`src/hw/rtl/dbhp_pkg.sv`:
```
`default_nettype none

package dbhp_pkg;

   // parse phases
   typedef enum logic [1:0] {
      PH_HEADER = 2'd0,
      PH_VALUE  = 2'd1,
      PH_SKIP   = 2'd2,
      PH_DONE   = 2'd3
   } phase_type;

   // box type codes, big-endian ascii
   localparam logic [31:0] BOX_VERSION  = 32'h6270_6876;
   localparam logic [31:0] BOX_CHANNELS = 32'h6270_6863;
   localparam logic [31:0] BOX_RATE     = 32'h6270_6872;
   localparam logic [31:0] BOX_FORMAT   = 32'h6270_6866;
   localparam logic [31:0] BOX_DATA     = 32'h6270_6864;

   localparam logic [31:0] HEADER_BYTES = 32'd8;
   localparam logic [31:0] VALUE_BYTES  = 32'd4;

   // register indexes on the csr port
   localparam logic CSR_MAX_CHANNELS = 1'b0;
   localparam logic CSR_MAX_RATE     = 1'b1;

   localparam logic [3:0]  MAX_CHANNELS_RESET = 4'd8;
   localparam logic [28:0] MAX_RATE_RESET     = 29'h1FFF_FFFF;

   localparam int QUEUE_DEPTH = 4;

   // result item, status in the lowest bit
   typedef struct packed {
      logic [31:0] data_length;
      logic [28:0] rate_found;
      logic [3:0]  channels_found;
      logic        status;
   } result_type;

   localparam int RESULT_BITS = $bits(result_type);

   // unsupported or truncated file
   localparam result_type RESULT_FAIL = '{
      data_length: 32'd0, rate_found: 29'd0, channels_found: 4'd0, status: 1'b1};

endpackage

`default_nettype wire

```
`src/hw/rtl/dbhp_parse.sv`:
```
`default_nettype none

module dbhp_parse (
   input  wire                  clock,
   input  wire                  reset,
   input  wire                  in_valid,
   output logic                 in_ready,
   input  wire  [7:0]           data_byte,
   input  wire                  stream_end,
   input  wire  [3:0]           max_channels,
   input  wire  [28:0]          max_rate,
   input  wire                  queue_full,
   output logic                 push,
   output dbhp_pkg::result_type result
);
   import dbhp_pkg::*;

   phase_type   phase_ff, phase_in;
   logic [2:0]  pos_ff, pos_in;
   logic [31:0] size_ff, size_in;
   logic [31:0] type_ff, type_in;
   logic [31:0] value_ff, value_in;
   logic [31:0] skip_ff, skip_in;
   logic        version_seen_ff, version_seen_in;
   logic        format_seen_ff, format_seen_in;
   logic [3:0]  channels_ff, channels_in;
   logic [28:0] rate_ff, rate_in;

   logic        accept;
   logic [31:0] rem;
   logic [28:0] rate_div;

   assign in_ready = !queue_full;
   assign accept   = in_valid && in_ready;
   assign rem      = size_ff - HEADER_BYTES;
   assign rate_div = value_in[31:3];

   // state registers
   always_ff @(posedge clock) begin
      if (reset) begin
         phase_ff        <= PH_HEADER;
         pos_ff          <= '0;
         size_ff         <= '0;
         type_ff         <= '0;
         value_ff        <= '0;
         skip_ff         <= '0;
         version_seen_ff <= 1'b0;
         format_seen_ff  <= 1'b0;
         channels_ff     <= '0;
         rate_ff         <= '0;
      end else begin
         phase_ff        <= phase_in;
         pos_ff          <= pos_in;
         size_ff         <= size_in;
         type_ff         <= type_in;
         value_ff        <= value_in;
         skip_ff         <= skip_in;
         version_seen_ff <= version_seen_in;
         format_seen_ff  <= format_seen_in;
         channels_ff     <= channels_in;
         rate_ff         <= rate_in;
      end
   end

   // byte walk and box checks
   always_comb begin
      phase_in        = phase_ff;
      pos_in          = pos_ff;
      size_in         = size_ff;
      type_in         = type_ff;
      value_in        = value_ff;
      skip_in         = skip_ff;
      version_seen_in = version_seen_ff;
      format_seen_in  = format_seen_ff;
      channels_in     = channels_ff;
      rate_in         = rate_ff;
      push            = 1'b0;
      result          = RESULT_FAIL;

      if (accept) begin
         unique case (phase_ff)
            PH_HEADER: begin
               if (pos_ff < 3'd4) begin
                  size_in = {size_ff[23:0], data_byte};
               end else begin
                  type_in = {type_ff[23:0], data_byte};
               end
               pos_in = pos_ff + 3'd1;
               // last header byte: size is complete, type completes now
               if (pos_ff == 3'd7) begin
                  pos_in = '0;
                  if (size_ff < HEADER_BYTES) begin
                     push     = 1'b1;
                     phase_in = PH_DONE;
                  end else if (type_in == BOX_VERSION || type_in == BOX_CHANNELS ||
                               type_in == BOX_RATE || type_in == BOX_FORMAT) begin
                     if (rem != VALUE_BYTES) begin
                        push     = 1'b1;
                        phase_in = PH_DONE;
                     end else begin
                        value_in = '0;
                        phase_in = PH_VALUE;
                     end
                  end else if (type_in == BOX_DATA) begin
                     push     = 1'b1;
                     phase_in = PH_DONE;
                     if (version_seen_ff && format_seen_ff && channels_ff != 4'd0 &&
                         rate_ff != 29'd0) begin
                        result.status         = 1'b0;
                        result.channels_found = channels_ff;
                        result.rate_found     = rate_ff;
                        result.data_length    = rem;
                     end
                  end else if (rem == 32'd0) begin
                     phase_in = PH_HEADER;
                  end else begin
                     skip_in  = rem;
                     phase_in = PH_SKIP;
                  end
               end
            end
            PH_VALUE: begin
               value_in = {value_ff[23:0], data_byte};
               pos_in   = pos_ff + 3'd1;
               if (pos_ff == 3'd3) begin
                  pos_in   = '0;
                  phase_in = PH_HEADER;
                  if (type_ff == BOX_VERSION) begin
                     if (value_in != 32'd1) begin
                        push     = 1'b1;
                        phase_in = PH_DONE;
                     end else begin
                        version_seen_in = 1'b1;
                     end
                  end else if (type_ff == BOX_CHANNELS) begin
                     if (value_in == 32'd0 || value_in > {28'd0, max_channels}) begin
                        push     = 1'b1;
                        phase_in = PH_DONE;
                     end else begin
                        channels_in = value_in[3:0];
                     end
                  end else if (type_ff == BOX_RATE) begin
                     if (rate_div == 29'd0 || rate_div > max_rate) begin
                        push     = 1'b1;
                        phase_in = PH_DONE;
                     end else begin
                        rate_in = rate_div;
                     end
                  end else begin
                     if (value_in != 32'd0) begin
                        push     = 1'b1;
                        phase_in = PH_DONE;
                     end else begin
                        format_seen_in = 1'b1;
                     end
                  end
               end
            end
            PH_SKIP: begin
               skip_in = skip_ff - 32'd1;
               if (skip_in == 32'd0) begin
                  phase_in = PH_HEADER;
               end
            end
            PH_DONE: begin
            end
            default: begin
            end
         endcase

         // end of file: truncated unless a result is out, then start over
         if (stream_end) begin
            if (phase_in != PH_DONE) begin
               push   = 1'b1;
               result = RESULT_FAIL;
            end
            phase_in        = PH_HEADER;
            pos_in          = '0;
            size_in         = '0;
            type_in         = '0;
            value_in        = '0;
            skip_in         = '0;
            version_seen_in = 1'b0;
            format_seen_in  = 1'b0;
            channels_in     = '0;
            rate_in         = '0;
         end
      end
   end

`ifndef SYNTHESIS
   // a result without end of file parks the parser
   assert property (@(posedge clock) disable iff (reset)
      push && !stream_end |=> phase_ff == PH_DONE)
      else $error("parser not done after result");

   // a found data box always carries held values
   assert property (@(posedge clock) disable iff (reset)
      push && !result.status |-> result.channels_found != 4'd0 && result.rate_found != 29'd0)
      else $error("data result without channels or rate");

   // end of file returns to the first header byte
   assert property (@(posedge clock) disable iff (reset)
      accept && stream_end |=> phase_ff == PH_HEADER && pos_ff == 3'd0)
      else $error("parser not cleared at end of file");
`endif

endmodule

`default_nettype wire

```
`src/hw/rtl/dbhp_queue.sv`:
```
`default_nettype none

module dbhp_queue #(
   parameter int DEPTH = dbhp_pkg::QUEUE_DEPTH
) (
   input  wire                  clock,
   input  wire                  reset,
   input  wire                  push,
   input  dbhp_pkg::result_type push_data,
   output logic                 full,
   output logic                 out_valid,
   input  wire                  out_ready,
   output dbhp_pkg::result_type out_data
);
   import dbhp_pkg::*;

   localparam int PTR_BITS = (DEPTH > 1) ? $clog2(DEPTH) : 1;
   localparam int CNT_BITS = $clog2(DEPTH + 1);
   localparam logic [PTR_BITS-1:0] LAST_PTR  = PTR_BITS'(DEPTH - 1);
   localparam logic [CNT_BITS-1:0] DEPTH_CNT = CNT_BITS'(DEPTH);

   result_type          mem [DEPTH];
   logic [PTR_BITS-1:0] wr_ptr_ff, rd_ptr_ff;
   logic [CNT_BITS-1:0] count_ff;
   logic                pop;

   assign full      = count_ff == DEPTH_CNT;
   assign out_valid = count_ff != '0;
   assign out_data  = mem[rd_ptr_ff];
   assign pop       = out_valid && out_ready;

   // storage
   always_ff @(posedge clock) begin
      if (push) begin
         mem[wr_ptr_ff] <= push_data;
      end
   end

   // pointers and fill count
   always_ff @(posedge clock) begin
      if (reset) begin
         wr_ptr_ff <= '0;
         rd_ptr_ff <= '0;
         count_ff  <= '0;
      end else begin
         if (push) begin
            wr_ptr_ff <= (wr_ptr_ff == LAST_PTR) ? '0 : wr_ptr_ff + 1'b1;
         end
         if (pop) begin
            rd_ptr_ff <= (rd_ptr_ff == LAST_PTR) ? '0 : rd_ptr_ff + 1'b1;
         end
         if (push && !pop) begin
            count_ff <= count_ff + 1'b1;
         end else if (pop && !push) begin
            count_ff <= count_ff - 1'b1;
         end
      end
   end

`ifndef SYNTHESIS
   assert property (@(posedge clock) disable iff (reset)
      count_ff <= DEPTH_CNT)
      else $error("queue count past depth");

   assert property (@(posedge clock) disable iff (reset)
      push |-> !full)
      else $error("push into full queue");

   assert property (@(posedge clock) disable iff (reset)
      pop && !push |=> count_ff == $past(count_ff) - 1'b1)
      else $error("queue count did not drop on pop");
`endif

endmodule

`default_nettype wire

```
`src/hw/rtl/dsd_box_header_parser.sv`:
```
// dsd box header parser
// req channel: one file byte per item, req_tdata[7:0] the byte, req_tlast
// marks the last byte of the file. rsp channel: at most one item per file,
// carrying status, channel count, sample rate and data box length.
// csr port: max_channels at address 0, max_rate at address 4. The user
// writes them only while the parser is idle; the block does not enforce it.
// Throughput: one byte per cycle. The byte walk is a single parse
// register stage that accepts every cycle while the result queue has room.
// The result item is pushed into the result queue with the byte that
// completes it (last header byte, last value byte or the tlast byte).
// Results pass through a queue of QUEUE_DEPTH items; when rsp_tready is
// low the queue fills and req_tready drops only once it is full.
// Reset: parse state and queue are cleared, max_channels returns to 8 and
// max_rate to its largest value; the block accepts items in the next cycle.
`default_nettype none

module dsd_box_header_parser #(
   parameter int QUEUE_DEPTH = dbhp_pkg::QUEUE_DEPTH
) (
   input  wire         clock,
   input  wire         reset,
   // req_tdata: data_byte[7:0]
   input  wire         req_tvalid,
   output logic        req_tready,
   input  wire  [7:0]  req_tdata,
   input  wire         req_tlast,
   // rsp_tdata: status[0], channels_found[4:1], rate_found[33:5],
   // data_length[65:34], zero fill [71:66]
   output logic        rsp_tvalid,
   input  wire         rsp_tready,
   output logic [71:0] rsp_tdata,
   input  wire         csr_psel,
   input  wire         csr_penable,
   input  wire         csr_pwrite,
   input  wire  [2:0]  csr_paddr,
   input  wire  [31:0] csr_pwdata,
   output logic [31:0] csr_prdata,
   output logic        csr_pready
);
   import dbhp_pkg::*;

   logic [3:0]  max_channels_ff;
   logic [28:0] max_rate_ff;
   logic        csr_write;
   logic        queue_full;
   logic        push;
   result_type  push_data;
   result_type  out_data;

   // config registers
   assign csr_pready = 1'b1;
   assign csr_write  = csr_psel && csr_penable && csr_pwrite && csr_pready;

   always_ff @(posedge clock) begin
      if (reset) begin
         max_channels_ff <= MAX_CHANNELS_RESET;
         max_rate_ff     <= MAX_RATE_RESET;
      end else if (csr_write) begin
         unique case (csr_paddr[2])
            CSR_MAX_CHANNELS: max_channels_ff <= csr_pwdata[3:0];
            CSR_MAX_RATE:     max_rate_ff     <= csr_pwdata[28:0];
            default: begin
            end
         endcase
      end
   end

   always_comb begin
      unique case (csr_paddr[2])
         CSR_MAX_CHANNELS: csr_prdata = {28'd0, max_channels_ff};
         CSR_MAX_RATE:     csr_prdata = {3'd0, max_rate_ff};
         default:          csr_prdata = '0;
      endcase
   end

   // front: byte walk
   dbhp_parse u_parse (
      .clock        (clock),
      .reset        (reset),
      .in_valid     (req_tvalid),
      .in_ready     (req_tready),
      .data_byte    (req_tdata),
      .stream_end   (req_tlast),
      .max_channels (max_channels_ff),
      .max_rate     (max_rate_ff),
      .queue_full   (queue_full),
      .push         (push),
      .result       (push_data)
   );

   // back: result queue toward rsp
   dbhp_queue #(
      .DEPTH (QUEUE_DEPTH)
   ) u_queue (
      .clock     (clock),
      .reset     (reset),
      .push      (push),
      .push_data (push_data),
      .full      (queue_full),
      .out_valid (rsp_tvalid),
      .out_ready (rsp_tready),
      .out_data  (out_data)
   );

   assign rsp_tdata = {(72 - RESULT_BITS)'(0), out_data};

endmodule

`default_nettype wire
```
`config.mk`:
```
export PLATFORM = sky130hd
export DESIGN_NAME = dsd_box_header_parser
export DESIGN_NICKNAME = d
export VERILOG_FILES = /design/src/hw/rtl/dbhp_pkg.sv /design/src/hw/rtl/dbhp_parse.sv /design/src/hw/rtl/dbhp_queue.sv /design/src/hw/rtl/dsd_box_header_parser.sv
export SDC_FILE = /design/constraint.sdc
export NUM_CORES = 1
export LEC_CHECK = 0
export BUFFER_PORTS_ARGS = -buffer_cell sky130_fd_sc_hd__clkbuf_2
export CAP_MARGIN = 10
export CORE_AREA = 4 4 251 179
export CTS_CLUSTER_DIAMETER = 100
export CTS_CLUSTER_SIZE = 12
export DETAILED_ROUTE_END_ITERATION = 7
export DIE_AREA = 0 0 255 183
export GPL_TIMING_DRIVEN = 0
export PLACE_DENSITY = 0.8
export SYNTH_ARGS = -nofsm -noshare
export SYNTH_HDL_FRONTEND = slang
export SYNTH_HIERARCHICAL = 1
export SYNTH_SLANG_ARGS = --single-unit
```
`constraint.sdc`:
```
create_clock -name clock -period 7.24 [get_ports clock]
set_clock_uncertainty 0.1 [all_clocks]
set_input_delay 0 -clock clock [delete_from_list [all_inputs] [get_ports clock]]
set_output_delay 0 -clock clock [all_outputs]
set_load 0.03 [all_outputs]
```
==> metrics.cfg <==
[outcome]
status = finished, final reports clean

[global_routing]
grt_max_degree = 40
antenna_found_initial = 2
grt_pass1_wl_um = 98300
grt_usage_pct = 27.2
gr-total-overflow = 0
grt_pass1_vias = 16800

[detailed_routing]
vias = 17500
first_iter_violations = 2240
viasPerCell = 6.19
ant_nets = 0
drc = 0
wirelength_um = 64700
first_pass_iters = 6
wire_per_inst_um = 22.8

[yosys]
synthTopCellsByCount = nor2_1, edfxtp_1, dfxtp_1, clkbuf_1, and2_1
ys_ff_latch = 474
ys_top_cells_by_area = edfxtp_1, dfxtp_1, mux4_2
synthXorXnorAreaFrac_pct = 1.68
synth-simple-area-share_pct = 16.8
synth_flop_cell = edfxtp_1
syn_inst = 1990
ys_types = 77
post-synth-top-area-cell = edfxtp_1
syn_area_um2 = 22400
synth-edff-count = 264
synth_top_area_share_pct = 35.5
async_flop_share_pct = 0
ys_seq_area_share_pct = 54.3
muxShareOfSynthArea_pct = 10.1
synth_compound_area_share_pct = 10.3
avgSynthCellArea_um2 = 11.2
yosysMostFrequentCell = nor2_1
ys_warn_count = 6
synthAdderAreaFrac_pct = 2.66
synth_top_family_by_area = simple AND/OR/NAND/NOR gates

[timing]
finalSetupTns_ns = 0
worst_pin_slew_ns = 0.803
fmax_mhz = 142
finalWorstSetupSlack_ns = 0.183
period_share_pct = 97.5
hold_viol_final = 0
relSlewSlack_pct = 46.1
drv_slew = 0
setup_viol = 0
fin_crit_ns = 7.06

[power_and_ir_drop]
power_density_nw_per_um2 = 267
ir_drop_v = 0.000180
power_w = 0.00694
leakage_nw = 9.99

[floorplan]
die_h_um = 183
die_area_um2 = 46700
fp.dieW_um = 255
pin_count = 158
rows = 63
start_util_pct = 52.9
fp.coreArea_um2 = 42300

[critical_path]
cpMaxStageDelayCell = or4_1
cp.required_ns = 7.64
r2r_cells = 28
timing.rr.start = u_parse/size_ff[7]$_SDFFE_PP0P_
crit_type = reg -> reg
arrival_ns = 7.45
cpMostUsedCell = buf_4
r2r-end = u_queue/count_ff[2]$_SDFFE_PP0P_
end_kind = flop
critPathMaxFanout = 10
startpoint_type = flop
max_stage_delay_ns = 0.60
reg2reg_slack_ns = 0.18

[placed_design]
post-place-ws_ns = -1.52
portBuffers = 141
dp_hpwl_um = 45400
gp_congestion = 1.00

[clock_tree]
cts.sinks = 474
cts_max_level = 2
cts_tree = built
ctsLongestPathBuffers = 3
clk_pin_slew_worst_paths_ns = 0.06
worstSkewPairLatency_ns = 0.59
cts_root_buffer = clkbuf_16
cts_made_buffers = 45

[finish]
antenna_cells = 0
layout-drive-gt1-share_pct = 17.9
areaGrowthSynthToFinish_pct = 16.4
nets = 2347

[min_path]
min_to = max_rate_ff[28]$_SDFFE_PP1P_
min_from = csr_penable
min_path_cells = 5
worstHoldPathType = in -> reg

[flow_run]
drv_cap = 0

where the power goes:
group / internal (W) / total, W / switching (W)
Combinational: 0.000629 / 0.00177 / 0.00114
Clock: 0.00117 / 0.00218 / 0.00101
Sequential: 0.00293 / 0.00299 / 0.0000673
sequential cells by signal (all words and copies together) (netlist names), 3 cells and up, named ones only:
register / cells
u_parse/type_ff: 32
u_parse/channels_ff: 4
max_channels_ff: 4
u_parse/pos_ff: 3
u_parse/skip_ff: 32
max_rate_ff: 29
u_parse/rate_ff: 29
u_queue/mem: 264
u_parse/value_ff: 32
u_queue/count_ff: 3
u_parse/size_ff: 32
metrics by stage:
stage | utilization (%) | hold WS, ns | cell area, µm² | cells
6_report | 61.6 | 0.0218 | 26000 | 2830
5_1_grt | 61.6 | 0.0364 | 26000 | 2830
4_1_cts | 61.0 | 0.0143 | 25800 | 2823
3_5_place_dp | 56.5 | 0.168 | 23900 | 2695
3_3_place_gp | 56.3 | 0.156 | 23800 | 2691
2_1_floorplan | - | -0.0309 | 22400 | 1998
area by class of cell:
type	count	area, µm²
repair buffers	205	1350
clock buffers	72	1230
clock inverters	4	67.6
flip-flops and latches	474	12100
well taps	552	691
inverters	68	255
multi-input cells	1318	9630
fillers	3298	16200
plain buffers	137	667
worst max path at each step:
stage / from / end / slack (ns) / cells past startpoint
global placement: u_parse/size_ff[3]$_SDFFE_PP0P_ / u_queue/mem[3][45]$_DFFE_PP_ / -3.09 / 25
detailed placement: u_parse/size_ff[3]$_SDFFE_PP0P_ / u_queue/count_ff[2]$_SDFFE_PP0P_ / -1.52 / 30
CTS: u_parse/size_ff[12]$_SDFFE_PP0P_ / u_queue/count_ff[2]$_SDFFE_PP0P_ / 0.004 / 28
global route: u_parse/size_ff[17]$_SDFFE_PP0P_ / u_queue/count_ff[2]$_SDFFE_PP0P_ / -0.15 / 28
floorplan: u_parse/pos_ff[2]$_SDFFE_PP0P_ / u_queue/mem[0][0]$_DFFE_PP_ / 0.18 / 23
finish: u_parse/size_ff[7]$_SDFFE_PP0P_ / u_queue/count_ff[2]$_SDFFE_PP0P_ / 0.18 / 28
placed cells by master (no fill, tap or decap), types with 47 or more instances in the layout:
| cell | synthesis | final |
|---|---|---|
| a21oi_1 | 80 | 78 |
| a22oi_1 | 81 | 80 |
| and2_1 | 103 | 99 |
| clkbuf_1 | 104 | 126 |
| clkbuf_2 | 1 | 143 |
| dfxtp_1 | 210 | 208 |
| edfxtp_1 | 264 | 264 |
| inv_1 | 67 | 67 |
| mux4_2 | 66 | 66 |
| nand2_1 | 76 | 75 |
| nor2_1 | 275 | 274 |
| nor3_1 | 50 | 47 |
| o21ai_0 | 71 | 66 |
critical path: cells and delay by family (launching register included):
family | cells | cell delay, ns
AOI/OAI and AO/OA | 9 | 2.10
xor gates and xnor gates | 2 | 0.58
adders and majority gates | 3 | 0.83
buffers and inverters | 6 | 0.95
DFF | 1 | 0.30
and+or+nand+nor | 8 | 2.10
per-layer routing:
layer	global-route usage (%)	up-vias	wire, µm
met5	0	-	34
met4	6.52	6	1260
met3	8.28	112	7900
met2	39.3	1012	27700
met1	40.5	8533	27700
li1	-	7857	-
timing repair:
item / CTS / global route
resized for setup: 14 / 39
hold buffers: 45 / 0
cloned: 3 / 0
endpoints found under the hold margin: 61 / 0
pin swaps: 5 / 8
setup endpoints to repair: 269 / 266
setup buffers: 5 / 9
cells by family after synthesis:
logic type | Yosys count
and+or+nand+nor | 725
DFF | 474
AOI/OAI and AO/OA | 352
buffers and inverters | 209
muxes | 138
adders and majority gates | 47
xor gates and xnor gates | 43
other | 2
No activity file was read; power rests on OpenSTA's default activity.
